[config.mk]
export PLATFORM = sky130hd
export DESIGN_NAME = annotation_text_tokenizer_top
export DESIGN_NICKNAME = d
export VERILOG_FILES = /design/src/rtl/core/att_pkg.sv /design/src/rtl/core/att_front.sv /design/src/rtl/core/att_queue.sv /design/src/rtl/core/att_back.sv /design/src/rtl/core/annotation_text_tokenizer_top.sv
export SDC_FILE = /design/constraint.sdc
export NUM_CORES = 1
export LEC_CHECK = 0
export BUFFER_PORTS_ARGS = -buffer_cell sky130_fd_sc_hd__clkbuf_2
export CORE_ASPECT_RATIO = 1.5
export CORE_MARGIN = 2
export CORE_UTILIZATION = 25
export CTS_CLUSTER_DIAMETER = 100
export DETAILED_ROUTE_END_ITERATION = 10
export GPL_TIMING_DRIVEN = 0
export PLACE_DENSITY = 0.47
export SLEW_MARGIN = 0
export SYNTH_ARGS = -nofsm -noshare
export SYNTH_HDL_FRONTEND = slang
export SYNTH_SLANG_ARGS = --single-unit
[constraint.sdc]
create_clock -name clock -period 4.2 [get_ports clock]
set_input_delay 0.21 -clock clock [delete_from_list [all_inputs] [get_ports clock]]
set_output_delay 0.21 -clock clock [all_outputs]
set_load 0.02 [all_outputs]
[src/rtl/core/att_pkg.sv]
// Package for the annotation text tokenizer: token kinds, error codes, scan modes
// and the result and queue entry structs.
// No dependencies; every module of the block imports it.
package att_pkg;

   localparam int TOKEN_BITS  = 16;
   localparam int QUEUE_DEPTH = 4;

   localparam logic [3:0] KIND_ASSIGN = 4'd0;
   localparam logic [3:0] KIND_COMMA  = 4'd1;
   localparam logic [3:0] KIND_LBRACE = 4'd2;
   localparam logic [3:0] KIND_RBRACE = 4'd3;
   localparam logic [3:0] KIND_STRING = 4'd4;
   localparam logic [3:0] KIND_SYMBOL = 4'd5;
   localparam logic [3:0] KIND_INT    = 4'd6;

   localparam logic [1:0] ERR_NONE    = 2'd0;
   localparam logic [1:0] ERR_UNKNOWN = 2'd1;
   localparam logic [1:0] ERR_NUMBER  = 2'd2;
   localparam logic [1:0] ERR_STRING  = 2'd3;

   localparam logic [7:0] CH_COLON  = 8'h3A;
   localparam logic [7:0] CH_EQUAL  = 8'h3D;
   localparam logic [7:0] CH_COMMA  = 8'h2C;
   localparam logic [7:0] CH_LBRACE = 8'h7B;
   localparam logic [7:0] CH_RBRACE = 8'h7D;
   localparam logic [7:0] CH_QUOTE  = 8'h22;
   localparam logic [7:0] CH_BSLASH = 8'h5C;
   localparam logic [7:0] CH_UNDER  = 8'h5F;
   localparam logic [7:0] CH_DOT    = 8'h2E;
   localparam logic [7:0] CH_LOW_X  = 8'h78;
   localparam logic [7:0] CH_UP_X   = 8'h58;

   typedef enum logic [4:0] {
      MODE_IDLE   = 5'b00001,
      MODE_STRING = 5'b00010,
      MODE_SYMBOL = 5'b00100,
      MODE_NUMBER = 5'b01000,
      MODE_DROP   = 5'b10000
   } scan_mode_type;

   typedef enum logic [1:0] {
      CLASS_INT   = 2'd0,
      CLASS_HEX   = 2'd1,
      CLASS_FLOAT = 2'd2
   } num_class_type;

   typedef struct packed {
      logic [3:0]            kind;
      logic [TOKEN_BITS-1:0] start;
      logic [TOKEN_BITS-1:0] length;
      logic [1:0]            err;
      logic                  eot;
   } tok_result_type;

   // One queue entry: all results of one input byte (one or two).
   typedef struct packed {
      logic           pair;
      tok_result_type first;
      tok_result_type second;
   } tok_entry_type;

endpackage

[src/rtl/core/att_front.sv]
// Front end of the tokenizer: classifies each accepted byte, keeps the scan state
// and builds the one or two results that the byte causes.
// Depends on att_pkg.
module att_front #(
   parameter int OFFSET_BITS = 16
) (
   input  logic                   clock,
   input  logic                   reset,
   input  logic                   accept,
   input  logic [7:0]             text_byte,
   input  logic                   last_byte,
   output logic                   push_valid,
   output att_pkg::tok_entry_type push_entry
);
   import att_pkg::*;

   scan_mode_type         mode_ff, mode_in;
   num_class_type         cls_ff, cls_in;
   logic [OFFSET_BITS-1:0] start_ff, start_in;
   logic [OFFSET_BITS-1:0] pos_ff, pos_in;
   logic                  odd_ff, odd_in;

   scan_mode_type          scan_mode;
   num_class_type          scan_cls;
   logic [OFFSET_BITS-1:0] scan_start;
   logic                   scan_odd;
   logic [OFFSET_BITS-1:0] len, pos_next, tail_len;
   logic                   rescan;
   logic                   close_v, idle_v, tail_v, pair;
   tok_result_type         close_r, idle_r, tail_r, first_r, second_r;

   function automatic logic is_blank(input logic [7:0] c);
      return c == 8'h20 || c == 8'h09 || c == 8'h0D || c == 8'h0A;
   endfunction

   function automatic logic is_alpha(input logic [7:0] c);
      return (c >= 8'h61 && c <= 8'h7A) || (c >= 8'h41 && c <= 8'h5A);
   endfunction

   function automatic logic is_digit(input logic [7:0] c);
      return c >= 8'h30 && c <= 8'h39;
   endfunction

   function automatic logic is_hex(input logic [7:0] c);
      return is_digit(c) || (c >= 8'h61 && c <= 8'h66) || (c >= 8'h41 && c <= 8'h46);
   endfunction

   function automatic logic [OFFSET_BITS-1:0] sat_next(input logic [OFFSET_BITS-1:0] p);
      return (&p) ? p : p + 1'b1;
   endfunction

   function automatic tok_result_type mk(input logic [3:0] k,
                                         input logic [OFFSET_BITS-1:0] s,
                                         input logic [OFFSET_BITS-1:0] l,
                                         input logic [1:0] e);
      tok_result_type r;
      r.kind   = k;
      r.start  = TOKEN_BITS'(s);
      r.length = TOKEN_BITS'(l);
      r.err    = e;
      r.eot    = 1'b0;
      return r;
   endfunction

   always_comb begin
      scan_mode  = mode_ff;
      scan_cls   = cls_ff;
      scan_start = start_ff;
      scan_odd   = odd_ff;
      rescan     = 1'b0;
      close_v    = 1'b0;
      close_r    = '0;
      idle_v     = 1'b0;
      idle_r     = '0;
      tail_v     = 1'b0;
      tail_r     = '0;
      len        = (pos_ff >= start_ff) ? pos_ff - start_ff : '0;

      // continue or close the open token
      case (mode_ff)
         MODE_STRING: begin
            if (text_byte == CH_QUOTE && !odd_ff) begin
               close_v   = 1'b1;
               close_r   = mk(KIND_STRING, start_ff, len, ERR_NONE);
               scan_mode = MODE_IDLE;
            end else if (text_byte == CH_BSLASH) begin
               scan_odd = ~odd_ff;
            end else begin
               scan_odd = 1'b0;
            end
         end
         MODE_SYMBOL: begin
            if (is_blank(text_byte) || text_byte == CH_COLON || text_byte == CH_EQUAL ||
                text_byte == CH_RBRACE) begin
               close_v = 1'b1;
               close_r = mk(KIND_SYMBOL, start_ff, len, ERR_NONE);
               rescan  = 1'b1;
            end
         end
         MODE_NUMBER: begin
            if (is_hex(text_byte) || text_byte == CH_DOT || text_byte == CH_LOW_X ||
                text_byte == CH_UP_X) begin
               if (text_byte == CH_DOT || text_byte == CH_LOW_X || text_byte == CH_UP_X) begin
                  if (cls_ff != CLASS_INT) begin
                     close_v = 1'b1;
                     close_r = mk(KIND_ASSIGN, start_ff, len, ERR_NUMBER);
                     rescan  = 1'b1;
                  end else begin
                     scan_cls = (text_byte == CH_DOT) ? CLASS_FLOAT : CLASS_HEX;
                  end
               end
            end else begin
               close_v = 1'b1;
               close_r = mk(KIND_INT + 4'(cls_ff), start_ff, len, ERR_NONE);
               rescan  = 1'b1;
            end
         end
         MODE_DROP: begin
         end
         default: begin
            rescan = 1'b1;
         end
      endcase

      // scan the byte as the start of a new token
      if (rescan) begin
         scan_mode = MODE_IDLE;
         if (text_byte == CH_COLON || text_byte == CH_EQUAL) begin
            idle_v = 1'b1;
            idle_r = mk(KIND_ASSIGN, pos_ff, OFFSET_BITS'(1), ERR_NONE);
         end else if (text_byte == CH_COMMA) begin
            idle_v = 1'b1;
            idle_r = mk(KIND_COMMA, pos_ff, OFFSET_BITS'(1), ERR_NONE);
         end else if (text_byte == CH_LBRACE) begin
            idle_v = 1'b1;
            idle_r = mk(KIND_LBRACE, pos_ff, OFFSET_BITS'(1), ERR_NONE);
         end else if (text_byte == CH_RBRACE) begin
            idle_v = 1'b1;
            idle_r = mk(KIND_RBRACE, pos_ff, OFFSET_BITS'(1), ERR_NONE);
         end else if (text_byte == CH_QUOTE) begin
            scan_mode  = MODE_STRING;
            scan_start = sat_next(pos_ff);
            scan_odd   = 1'b0;
         end else if (is_blank(text_byte)) begin
            scan_mode = MODE_IDLE;
         end else if (text_byte == CH_UNDER || is_alpha(text_byte)) begin
            scan_mode  = MODE_SYMBOL;
            scan_start = pos_ff;
         end else if (text_byte == CH_DOT || is_digit(text_byte)) begin
            scan_mode  = MODE_NUMBER;
            scan_start = pos_ff;
            scan_cls   = (text_byte == CH_DOT) ? CLASS_FLOAT : CLASS_INT;
         end else begin
            idle_v     = 1'b1;
            idle_r     = mk(KIND_ASSIGN, pos_ff, OFFSET_BITS'(1), ERR_UNKNOWN);
            idle_r.eot = 1'b1;
            scan_mode  = MODE_DROP;
         end
      end

      // flush a token still open at the last byte
      pos_next = sat_next(pos_ff);
      tail_len = (pos_next >= scan_start) ? pos_next - scan_start : '0;
      if (last_byte) begin
         case (scan_mode)
            MODE_STRING: begin
               tail_v = 1'b1;
               tail_r = mk(KIND_ASSIGN, scan_start, tail_len, ERR_STRING);
            end
            MODE_SYMBOL: begin
               tail_v = 1'b1;
               tail_r = mk(KIND_SYMBOL, scan_start, tail_len, ERR_NONE);
            end
            MODE_NUMBER: begin
               tail_v = 1'b1;
               tail_r = mk(KIND_INT + 4'(scan_cls), scan_start, tail_len, ERR_NONE);
            end
            default: begin
               tail_v = 1'b0;
            end
         endcase
      end

      // pack the results in order
      first_r  = close_v ? close_r : (idle_v ? idle_r : tail_r);
      second_r = (close_v && idle_v) ? idle_r : tail_r;
      pair     = (close_v && idle_v) || ((close_v || idle_v) && tail_v);
      if (last_byte) begin
         if (pair) begin
            second_r.eot = 1'b1;
         end else begin
            first_r.eot = 1'b1;
         end
      end

      if (last_byte) begin
         mode_in  = MODE_IDLE;
         cls_in   = CLASS_INT;
         start_in = '0;
         pos_in   = '0;
         odd_in   = 1'b0;
      end else begin
         mode_in  = scan_mode;
         cls_in   = scan_cls;
         start_in = scan_start;
         pos_in   = pos_next;
         odd_in   = scan_odd;
      end
   end

   assign push_valid        = accept && (close_v || idle_v || tail_v);
   assign push_entry.pair   = pair;
   assign push_entry.first  = first_r;
   assign push_entry.second = second_r;

   always_ff @(posedge clock) begin
      if (reset) begin
         mode_ff  <= MODE_IDLE;
         cls_ff   <= CLASS_INT;
         start_ff <= '0;
         pos_ff   <= '0;
         odd_ff   <= 1'b0;
      end else if (accept) begin
         mode_ff  <= mode_in;
         cls_ff   <= cls_in;
         start_ff <= start_in;
         pos_ff   <= pos_in;
         odd_ff   <= odd_in;
      end
   end

endmodule

[src/rtl/core/att_queue.sv]
// Short queue between the tokenizer front and back: one entry per byte that
// causes results. Depends on att_pkg.
module att_queue (
   input  logic                   clock,
   input  logic                   reset,
   input  logic                   push,
   input  att_pkg::tok_entry_type push_entry,
   output logic                   full,
   output logic                   head_valid,
   output att_pkg::tok_entry_type head_entry,
   input  logic                   pop
);
   import att_pkg::*;

   localparam int PTR_BITS = $clog2(QUEUE_DEPTH);
   localparam int CNT_BITS = $clog2(QUEUE_DEPTH + 1);

   tok_entry_type        slot_ff [QUEUE_DEPTH];
   logic [PTR_BITS-1:0]  wr_ff, wr_in;
   logic [PTR_BITS-1:0]  rd_ff, rd_in;
   logic [CNT_BITS-1:0]  count_ff, count_in;

   assign full       = (count_ff == CNT_BITS'(QUEUE_DEPTH));
   assign head_valid = (count_ff != '0);
   assign head_entry = slot_ff[rd_ff];

   always_comb begin
      wr_in    = push ? wr_ff + 1'b1 : wr_ff;
      rd_in    = pop ? rd_ff + 1'b1 : rd_ff;
      count_in = count_ff;
      if (push && !pop) begin
         count_in = count_ff + 1'b1;
      end else if (pop && !push) begin
         count_in = count_ff - 1'b1;
      end
   end

   always_ff @(posedge clock) begin
      if (push) begin
         slot_ff[wr_ff] <= push_entry;
      end
   end

   always_ff @(posedge clock) begin
      if (reset) begin
         wr_ff    <= '0;
         rd_ff    <= '0;
         count_ff <= '0;
      end else begin
         wr_ff    <= wr_in;
         rd_ff    <= rd_in;
         count_ff <= count_in;
      end
   end

`ifndef SYNTH
   a_count_bound: assert property (@(posedge clock) disable iff (reset)
      count_ff <= CNT_BITS'(QUEUE_DEPTH))
      else $error("queue count beyond depth");
   a_no_pop_empty: assert property (@(posedge clock) disable iff (reset)
      pop |-> head_valid)
      else $error("pop from empty queue");
   a_no_push_full: assert property (@(posedge clock) disable iff (reset)
      push |-> !full)
      else $error("push into full queue");
   a_count_grow: assert property (@(posedge clock) disable iff (reset)
      (push && !pop) |=> count_ff == CNT_BITS'($past(count_ff) + 1'b1))
      else $error("queue count did not advance on push");
`endif

endmodule

[src/rtl/core/att_back.sv]
// Back end of the tokenizer: splits queue entries into single results and holds
// each in an output register until taken. Depends on att_pkg.
module att_back (
   input  logic                   clock,
   input  logic                   reset,
   input  logic                   head_valid,
   input  att_pkg::tok_entry_type head_entry,
   output logic                   pop,
   output logic                   out_valid,
   input  logic                   out_ready,
   output att_pkg::tok_result_type out_result,
   output logic                   out_last
);
   import att_pkg::*;

   logic           sel_ff, sel_in;
   logic           valid_ff, valid_in;
   tok_result_type res_ff, res_in;
   logic           last_ff, last_in;
   logic           load, final_one;

   assign load      = !valid_ff || out_ready;
   assign final_one = sel_ff || !head_entry.pair;
   assign pop       = load && head_valid && final_one;

   always_comb begin
      sel_in   = sel_ff;
      valid_in = valid_ff;
      res_in   = res_ff;
      last_in  = last_ff;
      if (load) begin
         valid_in = head_valid;
         if (head_valid) begin
            res_in  = sel_ff ? head_entry.second : head_entry.first;
            last_in = final_one;
            sel_in  = !final_one;
         end
      end
   end

   always_ff @(posedge clock) begin
      if (reset) begin
         sel_ff   <= 1'b0;
         valid_ff <= 1'b0;
      end else begin
         sel_ff   <= sel_in;
         valid_ff <= valid_in;
      end
   end

   always_ff @(posedge clock) begin
      res_ff  <= res_in;
      last_ff <= last_in;
   end

   assign out_valid  = valid_ff;
   assign out_result = res_ff;
   assign out_last   = last_ff;

`ifndef SYNTH
   a_eot_is_final: assert property (@(posedge clock) disable iff (reset)
      (valid_ff && res_ff.eot) |-> last_ff)
      else $error("end of text on a result that is not the byte's final one");
`endif

endmodule

[src/rtl/core/annotation_text_tokenizer_top.sv]
// Top level of the annotation text tokenizer: front classifier, result queue and
// output stage. Depends on att_pkg, att_front, att_queue and att_back.
//
//   channel | dir | tdata                          | tlast        | tuser
//   --------+-----+--------------------------------+--------------+-----------------------
//   req     | in  | text_byte                      | last_byte    | -
//   rsp     | out | token_kind, start, length      | end_of_text  | err_code, last_result
//
// One byte is taken per cycle while the four-entry queue has room; a byte that causes
// two results takes a single queue entry and holds the front only once the queue fills,
// since the back end sends one result per cycle while rsp_tready is high.
// Reset is synchronous, active high, and puts the scan state at offset 0.
// A stalled rsp side fills the queue, then drops req_tready; the front never waits
// on the back otherwise.
module annotation_text_tokenizer_top #(
   parameter int OFFSET_BITS = 16
) (
   input  logic        clock,
   input  logic        reset,
   input  logic        req_tvalid,
   output logic        req_tready,
   input  logic [7:0]  req_tdata,   // [7:0] text_byte
   input  logic        req_tlast,   // last_byte
   output logic        rsp_tvalid,
   input  logic        rsp_tready,
   output logic [39:0] rsp_tdata,   // [3:0] token_kind, [19:4] token_start,
                                    // [35:20] token_length, [39:36] zero
   output logic        rsp_tlast,   // end_of_text
   output logic [2:0]  rsp_tuser    // [1:0] err_code, [2] last_result
);
   import att_pkg::*;

   logic           accept;
   logic           push, full;
   tok_entry_type  push_entry, head_entry;
   logic           head_valid, pop;
   tok_result_type out_result;
   logic           out_last;

   // take a beat whenever the queue has room
   assign req_tready = !full;
   assign accept     = req_tvalid && req_tready;

   att_front #(
      .OFFSET_BITS(OFFSET_BITS)
   ) u_front (
      .clock      (clock),
      .reset      (reset),
      .accept     (accept),
      .text_byte  (req_tdata),
      .last_byte  (req_tlast),
      .push_valid (push),
      .push_entry (push_entry)
   );

   att_queue u_queue (
      .clock      (clock),
      .reset      (reset),
      .push       (push),
      .push_entry (push_entry),
      .full       (full),
      .head_valid (head_valid),
      .head_entry (head_entry),
      .pop        (pop)
   );

   att_back u_back (
      .clock      (clock),
      .reset      (reset),
      .head_valid (head_valid),
      .head_entry (head_entry),
      .pop        (pop),
      .out_valid  (rsp_tvalid),
      .out_ready  (rsp_tready),
      .out_result (out_result),
      .out_last   (out_last)
   );

   // pack the result beat, first field lowest
   assign rsp_tdata = {4'b0000, out_result.length, out_result.start, out_result.kind};
   assign rsp_tlast = out_result.eot;
   assign rsp_tuser = {out_last, out_result.err};

endmodule

==> metrics.txt, run 1 <==
initial antenna violation count 0; Layout Cells excl Fill approximately 2500; status finished, violations left; Reg2Reg Depth 20; worst slew pin tran 1.21 ns; CTS clk-pin slew, worst paths around 0.06 ns; final setup margin -0.206 ns; min Tclk post-route 4.41 ns; final core utilization 31.0%; largest net degree at the start of global routing 53; Top Layer Used met4; routed wl met3 2.35 mm; hold-critical path endpoint u_queue.wr_ff[0]; Post-Place Cells 2373; Buffers on Ports 52; first-pass GRT wire length 84.0 mm; Final Setup Violations 92; Critical Path End Type flop; GRT Util Overall 14.5%; Final Cell Area 23300 um2; die height 341 um; FF-to-FF End u_queue.slot_ff[1][57]; die width 229 um; Slew Viols, Final 0; clock sink count 407; Synth Cell Area about 19000 um2; DR WL met2 around 30 mm; Hold Slack about 0.070 ns; PwrDens 523 nW/um2; final wirelength 57.1 mm; asr flop ratio synth 0%; FMAX 227 MHz; Residual DRC 0; Post-Syn Area per Cell 14.5 um2; period utilisation layout 105%; Iter 0 DRT Violations 903; setup tns final -9.90 ns; GRT overflow 0; core area 75100 um2; H-tree Lvls 2; dpl ws -1.84 ns; DP Area 20900 um2; CTS tree yes; total CTS buffers 40; post-synth cell types 81; fraction of layout cells with a size suffix above 1 30.2%; EDFF count, synth 356; area leader, netlist edfxtp_1; WL met1 21.2 mm; Final Hold Viols 0; Critical Path RT 4.54 ns; Synth Register Bits a little over 400; vias in the first global route 12767; via/cell ratio between 4 and 5; Worst R2R Start u_front.mode_ff[2]; gpl congestion 0.878; # IOs 59; share of the synthesized area in the top cell type 56.4%; synthesis warning total 0; fin nets 1517; area growth from synthesis to layout 22.9%; Max clock buf depth 3; Vias 12111; ys flop type edfxtp_1; leakage 7.97 nW; DP Wirelength between 30 and 40 mm; post-synthesis cell count about 1300; Hold Path Depth 3; Max VDD drop 0.281 mV; CP Max Fanout 7; min-delay src reset; total power 12.2 mW; crit start category flop; sequential share of the synthesized area just over 60%; top post-synthesis cells by area edfxtp_1 (56%), mux4_2 (9.4%), dfxtp_1 (5.4%), mux2_2 (2.7%), ha_1 (2.5%); Max Cap Violations 0; initial core utilization 25.3%; CP Data Arrival Time 4.74 ns; root buf cell clkbuf_16; die area 78100 um2; Hold/Removal Path Class input port to flop; row count around 120; Register-to-Register Setup Slack -0.21 ns; antenna cells 0; RSZ-0062 raised after global routing true; Slew headroom 19.3%; worst skew pair latency 0.57 ns; drt first pass iters 7; Layout Skew 0.0217 ns; final-layout fill cell count 7576; DRT antenna net count 0; failing checks negative setup slack; Routed wire per std cell 22.9 um; Setup Crit Path Kind flop to flop
[where the power goes]
part | switching (mW) | internal (mW) | total (mW)
Clock | 1.56 | 2.01 | 3.57
Combinational | 2.02 | 1.41 | 3.43
Sequential | 0.154 | 5.04 | 5.19
Total | 3.73 | 8.46 | 12.2
[worst max-delay path, stage by stage, from the launching register on]
cell and delay (ns):
dfxtp_4 0.37, buf_6 0.12, nand2b_4 0.07, a21o_1 0.15, a221oi_4 0.08, buf_6 0.13
a311o_1 0.35, buf_6 0.15, o32a_1 0.39, ha_4 0.19, fa_2 0.36, nor2b_2 0.15
o31a_1 0.23, o31ai_4 0.08, a21oi_2 0.23, a31oi_4 0.13, o21ai_2 0.20, nand4b_4 0.13
buf_12 0.19, buf_12 0.15, o32ai_4 0.31
[Yosys cell counts, types with 13 or more instances]
| cell | count |
|---|---|
| a21o_1 | 20 |
| a21oi_1 | 52 |
| a22oi_1 | 26 |
| clkbuf_1 | 53 |
| dfxtp_1 | 51 |
| edfxtp_1 | 356 |
| ha_1 | 38 |
| inv_1 | 38 |
| mux2_2 | 46 |
| mux4_2 | 79 |
| nand2_1 | 73 |
| nand2b_1 | 13 |
| nand3_1 | 22 |
| nor2_1 | 89 |
| nor2b_1 | 13 |
| nor3_1 | 26 |
| o21ai_0 | 34 |
| o22ai_1 | 25 |
| or3_1 | 22 |
| xnor2_1 | 21 |
| xor2_1 | 17 |
[per-layer routing]
| metal | GRT usage, % | vias up |
|---|---|---|
| li1 | - | 5460 |
| met1 | 16.0 | 6165 |
| met2 | 26.6 | 364 |
| met3 | 1.78 | 122 |
| met4 | 8.82 | 0 |
| met5 | 0 | - |
[what timing repair did]
item | in CTS | in global routing
buffers inserted | 39 | 13
setup endpoints to repair | 423 | 128
endpoints found under the hold margin | 1 | 0
gates resized for setup | 110 | 65
pin swaps | 29 | 38
hold buffers | 1 | 0
cloned | 1 | 1
[final cells by class]
class | count | area, um2 | area share [%]
Buffer | 72 | 417 | 1.79
Clock buffer | 55 | 1090 | 4.67
Clock inverter | 18 | 174 | 0.746
Inverter | 39 | 146 | 0.628
Multi-Input combinational cell | 791 | 7590 | 32.5
Sequential cell | 407 | 11800 | 50.4
Tap cell | 1000 | 1250 | 5.37
Timing Repair Buffer | 112 | 902 | 3.87
[state kept, by name, indices dropped and copies added, names as in the netlist, 2 cells and up, named ones only]
| register | flops |
|---|---|
| u_queue.rd_ff | 2 |
| u_queue.slot_ff | 316 |
| u_queue.count_ff | 3 |
| u_queue.wr_ff | 2 |
| u_front.pos_ff | 16 |
| u_front.start_ff | 16 |
| u_back.out_result | 39 |
| u_front.cls_ff | 2 |
| u_front.mode_ff | 5 |
[placed cells by master (no fill, tap or decap), types with 12 or more instances in the layout]
cell / netlist / layout
a21o_1: 20 / 20
a21oi_1: 52 / 49
a22oi_1: 26 / 26
buf_4: 9 / 48
buf_6: 1 / 12
clkbuf_1: 53 / 54
clkbuf_16: 0 / 42
clkbuf_2: 0 / 54
dfxtp_1: 51 / 33
edfxtp_1: 356 / 356
ha_1: 38 / 30
inv_1: 38 / 37
mux2_2: 46 / 45
mux4_2: 79 / 79
nand2_1: 73 / 71
nand2b_1: 13 / 12
nand3_1: 22 / 21
nor2_1: 89 / 71
nor2_4: 0 / 18
nor2b_1: 13 / 12
nor3_1: 26 / 23
o21ai_0: 34 / 28
o22ai_1: 25 / 15
o32ai_4: 0 / 15
or3_1: 22 / 20
xnor2_1: 21 / 16
xor2_1: 17 / 16
[logic make-up after synthesis]
family / Yosys count / share of synthesized area (%)
adder cells (fa/ha/maj): 41 / 2.82
flip-flops: 407 / 61.7
other: 1 / 0.0198
AO/OA/AOI/OAI: 270 / 10.7
XOR/XNOR: 38 / 1.75
buffers and inverters: 117 / 2.59
AND/OR/NAND/NOR: 309 / 8.02
multiplexers: 129 / 12.3
[worst max path at each step]
stage | startpoint | endpoint | slack, ns | cells after the start
final | u_front.mode_ff[2] | u_queue.slot_ff[1][57] | -0.21 | 20
after global routing | u_front.mode_ff[2] | u_queue.slot_ff[1][57] | -0.30 | 20
after CTS | u_front.mode_ff[0] | u_queue.slot_ff[1][57] | -0.19 | 17
after detailed placement | req_tdata[0] | u_queue.slot_ff[2][44] | -1.84 | 19
after global placement | u_queue.count_ff[0] | u_queue.count_ff[2] | -2.48 | 10
after floorplan | req_tdata[0] | u_queue.slot_ff[0][50] | -0.06 | 18
No activity file was read; power rests on OpenSTA's default activity.
==> run 2: changes to the inputs <==
- SETUP_SLACK_MARGIN: unset -> 0.02
==> run 2 against run 1 <==
Net effect: the run still ends with negative setup slack left; fmax grew 2.8%; register-to-register slack gained 0.12 ns; core utilization increased by 0.25 points; non-clock buffer count up 12; flip-flop and latch count is the same; clock skew shrank 0.0023 ns; via count is essentially flat; clock-buffer cell count fell by 1; worst setup slack better by 0.12 ns; critical path type unchanged.
==> metrics.txt, run 2 (synthesis results as in run 1) <==
RSZ-0062 raised after global routing true; Max clock buf depth 3; fin nets roughly 1500; min Tclk post-route 4.28 ns; final wirelength 56.9 mm; die area 78100 um2; fraction of layout cells with a size suffix above 1 a little under a third; antenna cells 0; Hold Path Depth 4; failing checks negative setup slack; GRT Util Overall 14.5%; final setup margin -0.0849 ns; worst slew pin tran 1.15 ns; crit start category flop; H-tree Lvls 2; root buf cell clkbuf_16; vias in the first global route 12816; final-layout fill cell count 7549; largest net degree at the start of global routing 52; most frequent cells in the layout edfxtp_1 (356), mux4_2 (79), nor2_1 (72); final core utilization between 30% and 40%; initial core utilization roughly a quarter; row count 123; setup tns final -1.54 ns; Max Cap Violations 0; CP Data Arrival Time 4.62 ns; max reg flops 316; DRT antenna net count 0; Residual DRC 0; Hold/Removal Path Class input port to flop; die width 229 um; period utilisation layout 102%; Layout Cells excl Fill 2507; FMAX 233 MHz; drt first pass iters 5; CTS clk-pin slew, worst paths 0.06 ns; Slew headroom between 20% and 30%; CP Max Fanout 7; gpl congestion approximately 0.86; Buffers on Ports 52; Critical Path RT approximately 4.5 ns; Final Setup Violations 46; clock sink count 407; Post-Place Cells between 2000 and 2500; via/cell ratio 4.83; total CTS buffers between 40 and 50; PwrDens 524 nW/um2; Final Hold Viols 0; GRT overflow 0; die height 341 um; initial antenna violation count 0; Layout Skew 0.0194 ns; CTS tree yes; commonest non-fill, non-tap cell in the layout edfxtp_1; Reg2Reg Depth 17; status finished, violations left; # IOs 59; Vias 12115; Slew Viols, Final 0; DP Wirelength 39.1 mm; area growth from synthesis to layout 23.9%; Iter 0 DRT Violations 854; Setup Crit Path Kind flop to flop; Critical Path End Type flop; Max VDD drop 0.368 mV; core area 75100 um2; first-pass GRT wire length 83.9 mm; Routed wire per std cell 22.7 um; Reg with most FFs u_queue.slot_ff; worst skew pair latency approximately 0.56 ns; leakage 8.05 nW
## run 2: layout make-up
class,instances,area [um2],share of cell area (%)
timing repair buffer,119,913,3.89
clock inverter,20,186,0.793
inverter,39,146,0.623
tap,1000,1250,5.32
multi-input combinational,791,7660,32.6
sequential,407,11700,50.0
buffer,77,479,2.04
clock buffer,54,1130,4.80
## run 2: stage by stage
stage	area, um2	power [mW]	hold WS (ns)	worst slack, ns
final	23500	12.3	0.0685	-0.0849
after global routing	23500	12.9	0.0753	-0.234
after CTS	23200	12.5	0.0355	-0.139
after detailed placement	20900	8.69	0.474	-1.70
after global placement	20800	8.44	0.464	-2.57
after floorplan	19200	7.47	0.390	-0.0569
## run 2: what timing repair did
item                                    in CTS  in global routing
hold buffers                                 1                  0
cloned                                       1                  0
endpoints found under the setup margin     338                135
pin swaps                                   31                 16
hold endpoints to repair                     1                  0
setup buffers                               46                 14
resized for setup                          131                 58
## run 2: report_power, final
part           internal, mW  total (mW)  switching [mW]  leakage, nW
sequential             5.04        5.19           0.153         3.85
clock                  2.08        3.66            1.57        0.634
combinational          1.44        3.46            2.02         3.56
total                  8.56        12.3            3.75         8.05
## run 2: final timing paths
| path | from | to | slack [ns] |
|---|---|---|---|
| hold reg to reg | u_front.odd_ff | u_front.odd_ff | 0.48 |
| setup reg to reg | u_front.mode_ff[1] | u_queue.slot_ff[2][56] | -0.08 |
| setup / recovery | u_front.mode_ff[1] | u_queue.slot_ff[2][56] | -0.08 |
| hold / removal | req_tdata[1] | u_front.odd_ff | 0.07 |
## run 2: critical path: stages (launching register included)
cell and delay, ns:
dfxtp_4 0.38, or3_4 0.41, a221oi_4 0.33, buf_6 0.15, a32oi_4 0.11, buf_6 0.15
o32a_1 0.21, ha_2 0.22, fa_2 0.37, nor2b_2 0.15, o31a_1 0.22, o31ai_4 0.09
a21oi_4 0.17, a31oi_4 0.12, o21ai_2 0.16, nand4b_4 0.23, buf_12 0.24, o32ai_4 0.35
## run 2: per-layer routing
| metal | GRT usage (%) | share of wire [%] |
|---|---|---|
| met5 | 0 | 0 |
| met3 | 1.98 | 4.6 |
| met2 | 26.5 | 52 |
| met1 | 15.9 | 37 |
| met4 | 8.77 | 6.7 |
